**config.mk**
```make
export PLATFORM = sky130hd
export DESIGN_NAME = tcpd_merge
export DESIGN_NICKNAME = d
export VERILOG_FILES = /design/src/rtl/core/tcpd_pkg.sv /design/src/rtl/core/tcpd_merge.sv
export SDC_FILE = /design/constraint.sdc
export NUM_CORES = 1
export LEC_CHECK = 0
export ABC_CLOCK_PERIOD_IN_PS = 1900
export BUFFER_PORTS_ARGS = -buffer_cell sky130_fd_sc_hd__buf_2
export CORE_AREA = 10 10 63 65
export CTS_CLUSTER_SIZE = 12
export DETAILED_ROUTE_END_ITERATION = 10
export DIE_AREA = 0 0 73 75
export PLACE_DENSITY = 0.78
export SYNTH_ARGS = -nofsm -noshare
export SYNTH_HDL_FRONTEND = slang
export SYNTH_SLANG_ARGS = --single-unit
```
**constraint.sdc**
```tcl
create_clock -name clock -period 1.9 [get_ports clock]
set_clock_uncertainty 0.1 [all_clocks]
set_input_delay 0.285 -clock clock [delete_from_list [all_inputs] [get_ports clock]]
set_output_delay 0.285 -clock clock [all_outputs]
set_load 0.03 [all_outputs]
```
**src/rtl/core/tcpd_pkg.sv**
```systemverilog
// ----------------------------------------------------------------------------
// tcpd_pkg
// Shared types, widths and register codes of the two-channel PID drive core.
// ----------------------------------------------------------------------------
`timescale 1ns / 1ps

package tcpd_pkg;

   // fixed field widths
   localparam int TARGET_BITS   = 24;
   localparam int GAIN_BITS     = 32;
   localparam int INTEG_BITS    = 48;
   localparam int DRIVE_BITS    = 8;
   localparam int CSR_IDX_BITS  = 3;
   localparam int CSR_DATA_BITS = 32;

   // defaults for the top-level parameters
   localparam int POSITION_BITS_DEF  = 24;
   localparam int GAIN_FRAC_BITS_DEF = 24;
   localparam int MAX_DRIVE_DEF      = 100;

   // gain reset values, Q8.24
   localparam logic [GAIN_BITS-1:0] LEFT_KP_RST  = 32'd805306;
   localparam logic [GAIN_BITS-1:0] LEFT_KI_RST  = 32'd151;
   localparam logic [GAIN_BITS-1:0] LEFT_KD_RST  = 32'd43621;
   localparam logic [GAIN_BITS-1:0] RIGHT_KP_RST = 32'd805306;
   localparam logic [GAIN_BITS-1:0] RIGHT_KI_RST = 32'd143;
   localparam logic [GAIN_BITS-1:0] RIGHT_KD_RST = 32'd20133;

   // register map
   typedef enum logic [CSR_IDX_BITS-1:0] {
      CSR_TARGET   = 3'd0,
      CSR_LEFT_KP  = 3'd1,
      CSR_LEFT_KI  = 3'd2,
      CSR_LEFT_KD  = 3'd3,
      CSR_RIGHT_KP = 3'd4,
      CSR_RIGHT_KI = 3'd5,
      CSR_RIGHT_KD = 3'd6
   } csr_index_type;

   // pipeline control handed from the merge stage to the lanes
   typedef struct packed {
      logic accept;
      logic s1_en;
      logic s2_en;
      logic s3_en;
   } pipe_ctl_type;

endpackage

```
**src/rtl/core/tcpd_merge.sv**
```systemverilog
// ----------------------------------------------------------------------------
// tcpd_merge
// Pipeline valid tracking and flow control, and the output register that
// joins both lane drives with the done flag and reverse sign.
// ----------------------------------------------------------------------------
`timescale 1ns / 1ps

module tcpd_merge
   import tcpd_pkg::*;
(
   input  logic                         clock,
   input  logic                         reset,
   input  logic                         req_valid,
   output logic                         req_stall,
   input  logic                         done,
   input  logic                         reverse,
   input  logic        [DRIVE_BITS-1:0] left_mag,
   input  logic        [DRIVE_BITS-1:0] right_mag,
   output pipe_ctl_type                 ctl,
   output logic                         rsp_valid,
   input  logic                         rsp_stall,
   output logic signed [DRIVE_BITS-1:0] rsp_left_drive,
   output logic signed [DRIVE_BITS-1:0] rsp_right_drive,
   output logic                         rsp_done_res
);

   logic s1_v_ff, s2_v_ff, s3_v_ff, out_v_ff;
   logic dn1_ff, dn2_ff, dn3_ff;
   logic rv1_ff, rv2_ff, rv3_ff;
   logic signed [DRIVE_BITS-1:0] left_ff, right_ff;
   logic done_ff;
   logic out_en;

   // a stage moves when it is empty or the one after it moves
   always_comb begin
      out_en     = !out_v_ff || !rsp_stall;
      ctl.s3_en  = !s3_v_ff || out_en;
      ctl.s2_en  = !s2_v_ff || ctl.s3_en;
      ctl.s1_en  = !s1_v_ff || ctl.s2_en;
      req_stall  = !ctl.s1_en;
      ctl.accept = req_valid && ctl.s1_en;
   end

   // valid bits
   always_ff @(posedge clock) begin
      if (reset) begin
         s1_v_ff  <= 1'b0;
         s2_v_ff  <= 1'b0;
         s3_v_ff  <= 1'b0;
         out_v_ff <= 1'b0;
      end else begin
         if (ctl.s1_en) s1_v_ff  <= ctl.accept;
         if (ctl.s2_en) s2_v_ff  <= s1_v_ff;
         if (ctl.s3_en) s3_v_ff  <= s2_v_ff;
         if (out_en)    out_v_ff <= s3_v_ff;
      end
   end

   // done and sign travel alongside the lanes; merged into the result item
   always_ff @(posedge clock) begin
      if (ctl.s1_en) begin
         dn1_ff <= done;
         rv1_ff <= reverse;
      end
      if (ctl.s2_en) begin
         dn2_ff <= dn1_ff;
         rv2_ff <= rv1_ff;
      end
      if (ctl.s3_en) begin
         dn3_ff <= dn2_ff;
         rv3_ff <= rv2_ff;
      end
      if (out_en) begin
         done_ff <= dn3_ff;
         if (dn3_ff) begin
            left_ff  <= '0;
            right_ff <= '0;
         end else if (rv3_ff) begin
            left_ff  <= $signed(DRIVE_BITS'(0) - left_mag);
            right_ff <= $signed(DRIVE_BITS'(0) - right_mag);
         end else begin
            left_ff  <= $signed(left_mag);
            right_ff <= $signed(right_mag);
         end
      end
   end

   assign rsp_valid       = out_v_ff;
   assign rsp_left_drive  = left_ff;
   assign rsp_right_drive = right_ff;
   assign rsp_done_res    = done_ff;

endmodule

```
==> impl_results.md, run 1 <==
* Endpoints failing setup at 0
* Via density at 5.151
* CTS max path bufs at 2
* Synth Area in Adders at under 10%
* Fillers at about 240
* CTS tree: done
* First-pass GRT wire length at 4181 µm
* Critical Path End Type: primary output
* Post-Synth Simple-Gate Area at 15.40%
* Vias in the first global route at 952
* Num Clock Sinks at 27
* Kind of critical path: register to primary output
* Status: finished, final reports clean
* Post-synth cell types at 24
* Full die area at about 5500 µm²
* Predominant post-synthesis flop cell: edfxtp_1
* Port bufs at 44
* # IOs at 45
* Number of enable flip-flop cells after synthesis at 23
* CTS Buf Count at 3
* Effective utilization at floorplan at 46.77%
* Core area at ~2700 µm²
* Minimum clock period at roughly 1.7 ns
* Initial antenna violation count at 0
* Hold path depth at 1
* Main area contributors after synthesis: edfxtp_1 54%, dfxtp_1 6.3%, nor2_1 4.7%
* Worst Setup EP: req_stall
* Clk root buf: clkbuf_4
* Main combinational cell family by area after synthesis: simple AND/OR/NAND/NOR gates
* Synth warn at 0
* Drt wl/cell at 14.10 µm
* Max cap viols at 0
* Pin count of the biggest net entering global routing at 24
* N_diodes at 0
* Final WL at around 2600 µm
* Layout overhead on the synthesized area at 23.30%
* Reg-to-reg startpoint: rv3_ff
* Post-Synthesis Net Count at 133
* Post-synthesis mux area share at 7.502%
* Critical R2R Capture: rsp_right_drive[4]
* Vias at 958
* Reg2reg path depth at 3
* Global route total overflow at 0
* Worst R2R Setup Slack at 0.35 ns
* Crit path from: rsp_valid
* Fraction of layout cells with a size suffix above 1 at 38.71%
* Critical Path RT at between 1.5 and 2 ns
* CP arrival at between 1 and 1.5 ns
* Worst slew margin at 54.95%
* Final Max Tran Viols at 0
* Worst skew pair latency at 0.32 ns
* Row count at 19
* DR iter-0 viols at 25
* Share of the synthesized area in the top cell type at 54.49%
* Post-synthesis register bit count at 27
* Cell Area, Synth at 1267 µm²
* Remaining DRCs at 0
* Post-synthesis sequential area ratio at 60.81%
* Setup TNS Final at 0 ns
* # hold bufs at CTS at 0
* Commonest cells in the netlist: 23 x edfxtp_1, 16 x nor2_1, 8 x inv_1, 7 x a21oi_1, 7 x or3_1
* Pre-CTS WS at about 0.14 ns
* Pleak at 0.0007053 µW
* Crit path max fanout at 6
* Final worst slack at roughly 0.16 ns
* Multi-input gate area at between 400 and 500 µm²
* Pre-antenna DRT Iters at 2
* Fin. Hold Viols at 0
* Worst IR Drop VDD at 0.4604 mV
* Cell taking the most area after synthesis: edfxtp_1
* Dpl hpwl at 2031 µm
* Top-count cell post-synth: edfxtp_1
* CP Launch Type: register
* Final nets at 180
* Die Y at 75 µm
* HP Class: input pin to register
* Total GRT Usage at 9.458%
* ANT nets after route at 0
* H-tree levels at 1
* RSZ-0062 raised after global routing: no
* Final core utilization at 57.66%
* Ys async rst share at 0%
* Clock Pin Slew Worst Setup and Hold Paths at roughly 0.15 ns
* XOR/XNOR share of the synthesized area at 1.382%
* Fin crit share at 91.39%
* Die Width at 73 µm
* Power per standard cell area at 737.0 nW/µm²
* Max Freq at 575.9 MHz
* Post-synthesis cell count at 109
* Worst Tran Pin Value at 0.6757 ns
* Complex-gate fraction of the synthesized area at 9.378%
* Avg Inst Size Synth at 11.63 µm²
* Final hold slack at 0.02426 ns
* Routability cong. at 0.8056
* Register area at 770.7 µm²
==> state kept, by name (all words and copies together), names as in the netlist <==
register	flops
rsp_left_drive	8
rv2_ff	1
dn1_ff	1
s2_v_ff	1
rv1_ff	1
s1_v_ff	1
rsp_valid	1
dn3_ff	1
dn2_ff	1
s3_v_ff	1
rsp_done_res	1
rv3_ff	1
rsp_right_drive	8
==> what timing repair did <==
action                     4_1_cts  5_1_grt
setup endpoints to repair        0        1
resized for setup                0        1
buffers inserted                 0        0
==> logic make-up (layout without fill, tap and decap cells) <==
family                   Yosys count  count (layout)
buffers and inverters             12              58
adder cells (fa/ha/maj)            2               2
AO/OA/AOI/OAI                     20              20
multiplexers                       8               8
XOR/XNOR                           2               2
AND/OR/NAND/NOR                   38              38
flip-flops                        27              27
==> worst max-delay path: stages, from the launching register on <==
cell     delay, ns
dfxtp_1       0.39
and3_2        0.25
nand3_2       0.14
inv_2         0.06
buf_2         0.19
==> placed cells by master, fill, tap and decap left out <==
| cell | n |
|---|---|
| or3_1 | 7 |
| o31ai_1 | 4 |
| xor2_1 | 2 |
| o31a_1 | 2 |
| clkbuf_4 | 3 |
| inv_1 | 7 |
| a31oi_1 | 1 |
| buf_4 | 2 |
| nor3b_1 | 2 |
| nand3_2 | 1 |
| or3_2 | 1 |
| o21ai_0 | 6 |
| mux2_4 | 2 |
| mux2_2 | 4 |
| nor2b_1 | 6 |
| edfxtp_1 | 23 |
| buf_2 | 44 |
| mux2i_1 | 2 |
| and3_2 | 1 |
| ha_1 | 2 |
| dfxtp_1 | 4 |
| nand2_1 | 2 |
| inv_2 | 1 |
| a21oi_1 | 7 |
| nand2b_1 | 2 |
| nor2_1 | 16 |
| clkinvlp_4 | 1 |
==> metrics by stage <==
stage	total power (µW)	instance area [µm²]	cells
after floorplan	841.2	1272	109
after global placement	909.8	1531	182
after detailed placement	916.1	1531	182
after CTS	1171	1562	186
after global routing	1211	1563	186
final	1152	1563	186
==> routing by layer <==
metal  track usage, %  share of wire, %  up-vias
li1                 -                 -      480
met1            10.48                42      443
met2            15.57                47       29
met3            3.679               8.2        6
met4            4.641               2.5        0
met5                0                 0        -
==> how the worst min path moves through the flow <==
| stage | startpoint | end |
|---|---|---|
| after floorplan | reset | s1_v_ff |
| after global placement | rv1_ff | rv2_ff |
| after detailed placement | rv1_ff | rv2_ff |
| after CTS | done | dn1_ff |
| after global routing | done | dn1_ff |
| final | done | dn1_ff |
==> area by class of cell <==
type	instances	share of cell area, %
Clock inverter	1	0.4804
Tap cell	31	2.482
Inverter	8	1.922
Timing Repair Buffer	46	15.05
Multi-Input combinational cell	70	29.30
Sequential cell	27	49.32
Clock buffer	3	1.441
==> report_power, final <==
part / switching [µW] / internal [µW]
combinational: 124 / 75.7
clock: 171 / 80.4
sequential: 18.1 / 683
Note: power is estimated with default switching activity, not from simulation.
==> run 2: changes to the inputs <==
- ABC_CLOCK_PERIOD_IN_PS: 1900 -> 2200
- CORE_AREA: 10 10 63 65 -> 10 10 61 63
- DIE_AREA: 0 0 73 75 -> 0 0 71 73
- PLACE_DENSITY: 0.78 -> 0.83
- SETUP_SLACK_MARGIN: unset -> 0.05
- clock period: 1.9 -> 2.2 ns (I/O delays scaled with it)
==> impl_results.md, run 2 (synthesized netlist as in run 1, its figures left out) <==
* Max cap viols at 0 (unchanged)
* Worst skew pair latency at 0.32 ns (about the same)
* CTS tree: done (unchanged)
* Via density at 5.152 (was 5.151)
* Fraction of layout cells with a size suffix above 1 at 35.29% (was 38.71%)
* # IOs at 45 (unchanged)
* CTS max path bufs at 2 (unchanged)
* Register area at 770.7 µm² (unchanged)
* Minimum clock period at 1.879 ns
* Crit path max fanout at 6 (unchanged)
* Multi-input gate area at 451.7 µm² (was 457.9 µm²)
* Die Width at 71 µm (was 73 µm)
* Pre-antenna DRT Iters at 4 (was 2)
* Full die area at 5183 µm² (was 5475 µm²)
* CP Launch Type: register (unchanged)
* Initial antenna violation count at 0 (unchanged)
* Layout overhead on the synthesized area at 21.32% (was 23.30%)
* Worst Tran Pin Value at 0.7035 ns (was 0.6757 ns)
* Worst IR Drop VDD at 0.3598 mV (was 0.4604 mV)
* PostCTS Resize Cnt at 0 (unchanged)
* Max Freq at 532.2 MHz
* Placed insts at 180 (was 182)
* Global route total overflow at 0 (unchanged)
* Vias in the first global route at 951 (was 952)
* Commonest cells after routing, fill and taps aside: 44 x buf_2, 23 x edfxtp_1, 16 x nor2_1 (unchanged)
* Kind of critical path: register to primary output (unchanged)
* Die Y at 73 µm (was 75 µm)
* RSZ-0062 raised after global routing: no (unchanged)
* CP arrival at 1.45 ns (was 1.35 ns)
* Fin crit share at 85.40%
* Critical Path End Type: primary output (unchanged)
* Worst slew margin at 52.98% (was 54.95%)
* Port bufs at 44 (unchanged)
* Drt wl/cell at 13.70 µm (was 14.10 µm)
* Remaining DRCs at 0 (unchanged)
* # hold bufs at CTS at 0 (unchanged)
* Critical Path RT at 1.77 ns (was 1.51 ns)
* Status: finished, final reports clean (unchanged)
* H-tree levels at 1 (unchanged)
* HP Class: input pin to register (unchanged)
* Endpoints failing setup at 0 (unchanged)
* Pin count of the biggest net entering global routing at 24 (unchanged)
* Final nets at 178 (was 180)
* Post-CTS setup buffer count at 0 (unchanged)
* Total GRT Usage at 9.801% (was 9.458%)
* Final Instance Count excl. Fillers at 184 (was 186)
* Most common cell after layout, fill and taps aside: buf_2 (unchanged)
* N_diodes at 0 (unchanged)
* Effective utilization at floorplan at 48.47% (was 46.77%)
* Final WL at 2521 µm (was 2622 µm)
* Fillers at 245 (was 241)
* Setup TNS Final at 0 ns (unchanged)
* CTS Buf Count at 3 (unchanged)
* Num Clock Sinks at 27 (unchanged)
* Vias at 948 (was 958)
* Dpl hpwl at 1995 µm (was 2031 µm)
* DR iter-0 viols at 39 (was 25)
* Core area at 2615 µm² (was 2710 µm²)
* Clock Pin Slew Worst Setup and Hold Paths at 0.14 ns (was 0.15 ns)
* ANT nets after route at 0 (unchanged)
* First-pass GRT wire length at 4229 µm (was 4181 µm)
* Pleak at 0.0007003 µW (was 0.0007053 µW)
* Fin. Hold Viols at 0 (unchanged)
* Power per standard cell area at 639.5 nW/µm² (was 737.0 nW/µm²)
* Final Max Tran Viols at 0 (unchanged)
* Routability cong. at 0.8039 (was 0.8056)
* Row count at 19 (unchanged)
* Clk root buf: clkbuf_4 (unchanged)
[run 2: cell type report]
type / instances / area share (%)
Sequential cell: 27 / 50.12
Multi-Input combinational cell: 70 / 29.37
Timing Repair Buffer: 44 / 14.32
Tap cell: 31 / 2.522
Inverter: 8 / 1.953
Clock buffer: 4 / 1.709
[run 2: path summary, 6_finish.rpt]
kind         startpoint                  to  slack [ns]  depth (start not counted)
max           rsp_valid           req_stall        0.32                          4
min                done              dn1_ff        0.07                          1
max reg2reg      rv3_ff  rsp_right_drive[4]        0.52                          3
min reg2reg      rv2_ff              rv3_ff        0.34                          0
[run 2: critical path, cell delays in order, from the launching register on]
cell and delay (ns):
dfxtp_1 0.39, and3_1 0.27, nand3_1 0.20, inv_1 0.09
buf_2 0.19
[run 2: metal layers]
metal	global-route usage [%]	share of wire, %	wire length (µm)
met2	17.21	50	1266
met5	0	0	0
met4	3.871	1.3	32
met1	10.23	40	1006
met3	3.946	8.5	215
[run 2: report_power, final]
part	leakage (µW)	internal [µW]	switching [µW]	total (µW)
clock	0.0000150	70.9	137	208
sequential	0.000291	590	17.1	607
combinational	0.000394	63.9	104	168
[run 2: metrics by stage]
step | hold WS [ns] | instance area, µm² | utilization [%] | setup slack [ns] | total power (µW)
final | 0.07495 | 1538 | 58.80 | 0.3211 | 983.4
after global routing | 0.06692 | 1538 | 58.80 | 0.1914 | 1024
after CTS | 0.06532 | 1538 | 58.80 | 0.2966 | 995.7
after detailed placement | 0.3097 | 1511 | 57.80 | 0.4074 | 788.4
after global placement | 0.3046 | 1511 | 57.80 | 0.4236 | 783.4
after floorplan | 0.2991 | 1267 | - | 0.1627 | 726.2
==> run 3: changes to the inputs <==
- MAX_ROUTING_LAYER: unset -> met4
==> impl_results.md, run 3 (synthesized netlist as in run 1, its figures left out) <==
* Commonest cells after routing, fill and taps aside: 44 x buf_2, 23 x edfxtp_1, 16 x nor2_1 (unchanged)
* Most common cell after layout, fill and taps aside: buf_2 (unchanged)
* N_diodes at 0 (unchanged)
* Worst Tran Pin Value at 0.7026 ns (was 0.7035 ns)
* Vias in the first global route at 951 (unchanged)
* Buffers plus inverters on the worst setup path at 2 (unchanged)
* Post-CTS setup buffer count at 0 (unchanged)
* Layout overhead on the synthesized area at 21.32% (unchanged)
* Critical Path RT at 1.77 ns (about the same)
* Final Instance Count excl. Fillers at 184 (unchanged)
* CP arrival at 1.45 ns (about the same)
* CTS Buf Count at 3 (unchanged)
* Worst R2R Setup Slack at 0.52 ns (about the same)
* Max Freq at 532.9 MHz (was 532.2 MHz)
* Vias at 945 (was 948)
* Fin. Hold Viols at 0 (unchanged)
* Die Y at 73 µm (unchanged)
* Register area at 770.7 µm² (unchanged)
* Row count at 19 (unchanged)
* Total GRT Usage at 10.08% (was 9.801%)
* Fraction of layout cells with a size suffix above 1 at 35.29% (unchanged)
* DR iter-0 viols at 36 (was 39)
* RSZ-0062 raised after global routing: no (unchanged)
* Clk root buf: clkbuf_4 (unchanged)
* CP top delay family: simple AND/OR/NAND/NOR gates (unchanged)
* Initial antenna violation count at 0 (unchanged)
* Worst skew pair latency at 0.32 ns (about the same)
* Final Max Tran Viols at 0 (unchanged)
* Final WL at 2512 µm (was 2521 µm)
* H-tree levels at 1 (unchanged)
* Power Total at 982.6 µW (was 983.4 µW)
* Kind of critical path: register to primary output (unchanged)
* Full die area at 5183 µm² (unchanged)
* Die Width at 71 µm (unchanged)
* Worst slew margin at 53.05% (was 52.98%)
* Drt wl/cell at 13.65 µm (was 13.70 µm)
* Fillers at 245 (unchanged)
* Final nets at 178 (unchanged)
* Num Clock Sinks at 27 (unchanged)
* Routability cong. at 0.8155 (was 0.8039)
* Crit path max fanout at 6 (unchanged)
* # IOs at 45 (unchanged)
* CP Launch Type: register (unchanged)
* Endpoints failing setup at 0 (unchanged)
* Cells along the critical path: and3_1 > nand3_1 > inv_1 > buf_2 (unchanged)
* Fin crit share at 85.30% (was 85.40%)
* Power per standard cell area at 639.0 nW/µm² (was 639.5 nW/µm²)
* Placed instance area at 1511 µm² (unchanged)
* Dpl hpwl at 1995 µm (unchanged)
* Placed insts at 180 (unchanged)
* CTS max path bufs at 2 (unchanged)
* Pin count of the biggest net entering global routing at 24 (unchanged)
* Effective utilization at floorplan at 48.47% (unchanged)
* Core area at 2615 µm² (unchanged)
* PostCTS Resize Cnt at 0 (unchanged)
* Critical Path End Type: primary output (unchanged)
* Status: finished, final reports clean (unchanged)
* First-pass GRT wire length at 4236 µm (was 4229 µm)
* Via density at 5.136 (was 5.152)
* Global route total overflow at 0 (unchanged)
* Port bufs at 44 (unchanged)
* Pleak at 0.0007003 µW (unchanged)
* # hold bufs at CTS at 0 (unchanged)
* CTS tree: done (unchanged)
* HP Class: input pin to register (unchanged)
* Worst IR Drop VDD at 0.3598 mV (about the same)
* Clock Pin Slew Worst Setup and Hold Paths at 0.14 ns (about the same)
* Multi-input gate area at 451.7 µm² (unchanged)
* Max cap viols at 0 (unchanged)
* Crit path largest cell delay at 0.39 ns (about the same)
* Design area at 1538 µm² (unchanged)
* Minimum clock period at 1.877 ns (was 1.879 ns)
* Remaining DRCs at 0 (unchanged)
* Pre-antenna DRT Iters at 5 (was 4)
* ANT nets after route at 0 (unchanged)
* Setup TNS Final at 0 ns (unchanged)
* Crit-path slowest cell: dfxtp_1 (unchanged)
## run 3: through the flow
step,setup WS [ns],hold slack (ns),utilization (%)
after floorplan,0.1627,0.2991,-
after global placement,0.4236,0.3046,57.80
after detailed placement,0.4074,0.3097,57.80
after CTS,0.2966,0.06532,58.80
after global routing,0.1914,0.06696,58.80
final,0.3234,0.07490,58.80
## run 3: metal layers
layer	routed length [µm]	global-route usage, %
met1	1053	10.63
met2	1262	17.21
met3	164	3.265
met4	32	3.871
met5	0	-
## run 3: area by class of cell
class                           instances  area share, %
Clock buffer                            4          1.709
Inverter                                8          1.953
Multi-Input combinational cell         70          29.37
Sequential cell                        27          50.12
Tap cell                               31          2.522
Timing Repair Buffer                   44          14.32
## run 3: path summary, 6_finish.rpt
kind                            cells past startpoint                 end      start
worst max-delay path                                4           req_stall  rsp_valid
worst min-delay path                                1              dn1_ff       done
worst max register to register                      3  rsp_right_drive[4]     rv3_ff
worst min register to register                      0              rv3_ff     rv2_ff
## run 3: power by group
group | internal, µW | switching, µW | total [µW] | leakage (µW)
combinational | 63.9 | 104 | 168 | 0.000394
clock | 70.9 | 137 | 208 | 0.0000150
sequential | 590 | 17.0 | 607 | 0.000291
total | 724 | 258 | 983 | 0.000700
## run 3: worst register-to-register path: stages, from the launching register on
cell	delay (ns)
edfxtp_1	0.61
inv_1	0.18
or3_2	0.49
a21oi_1	0.15
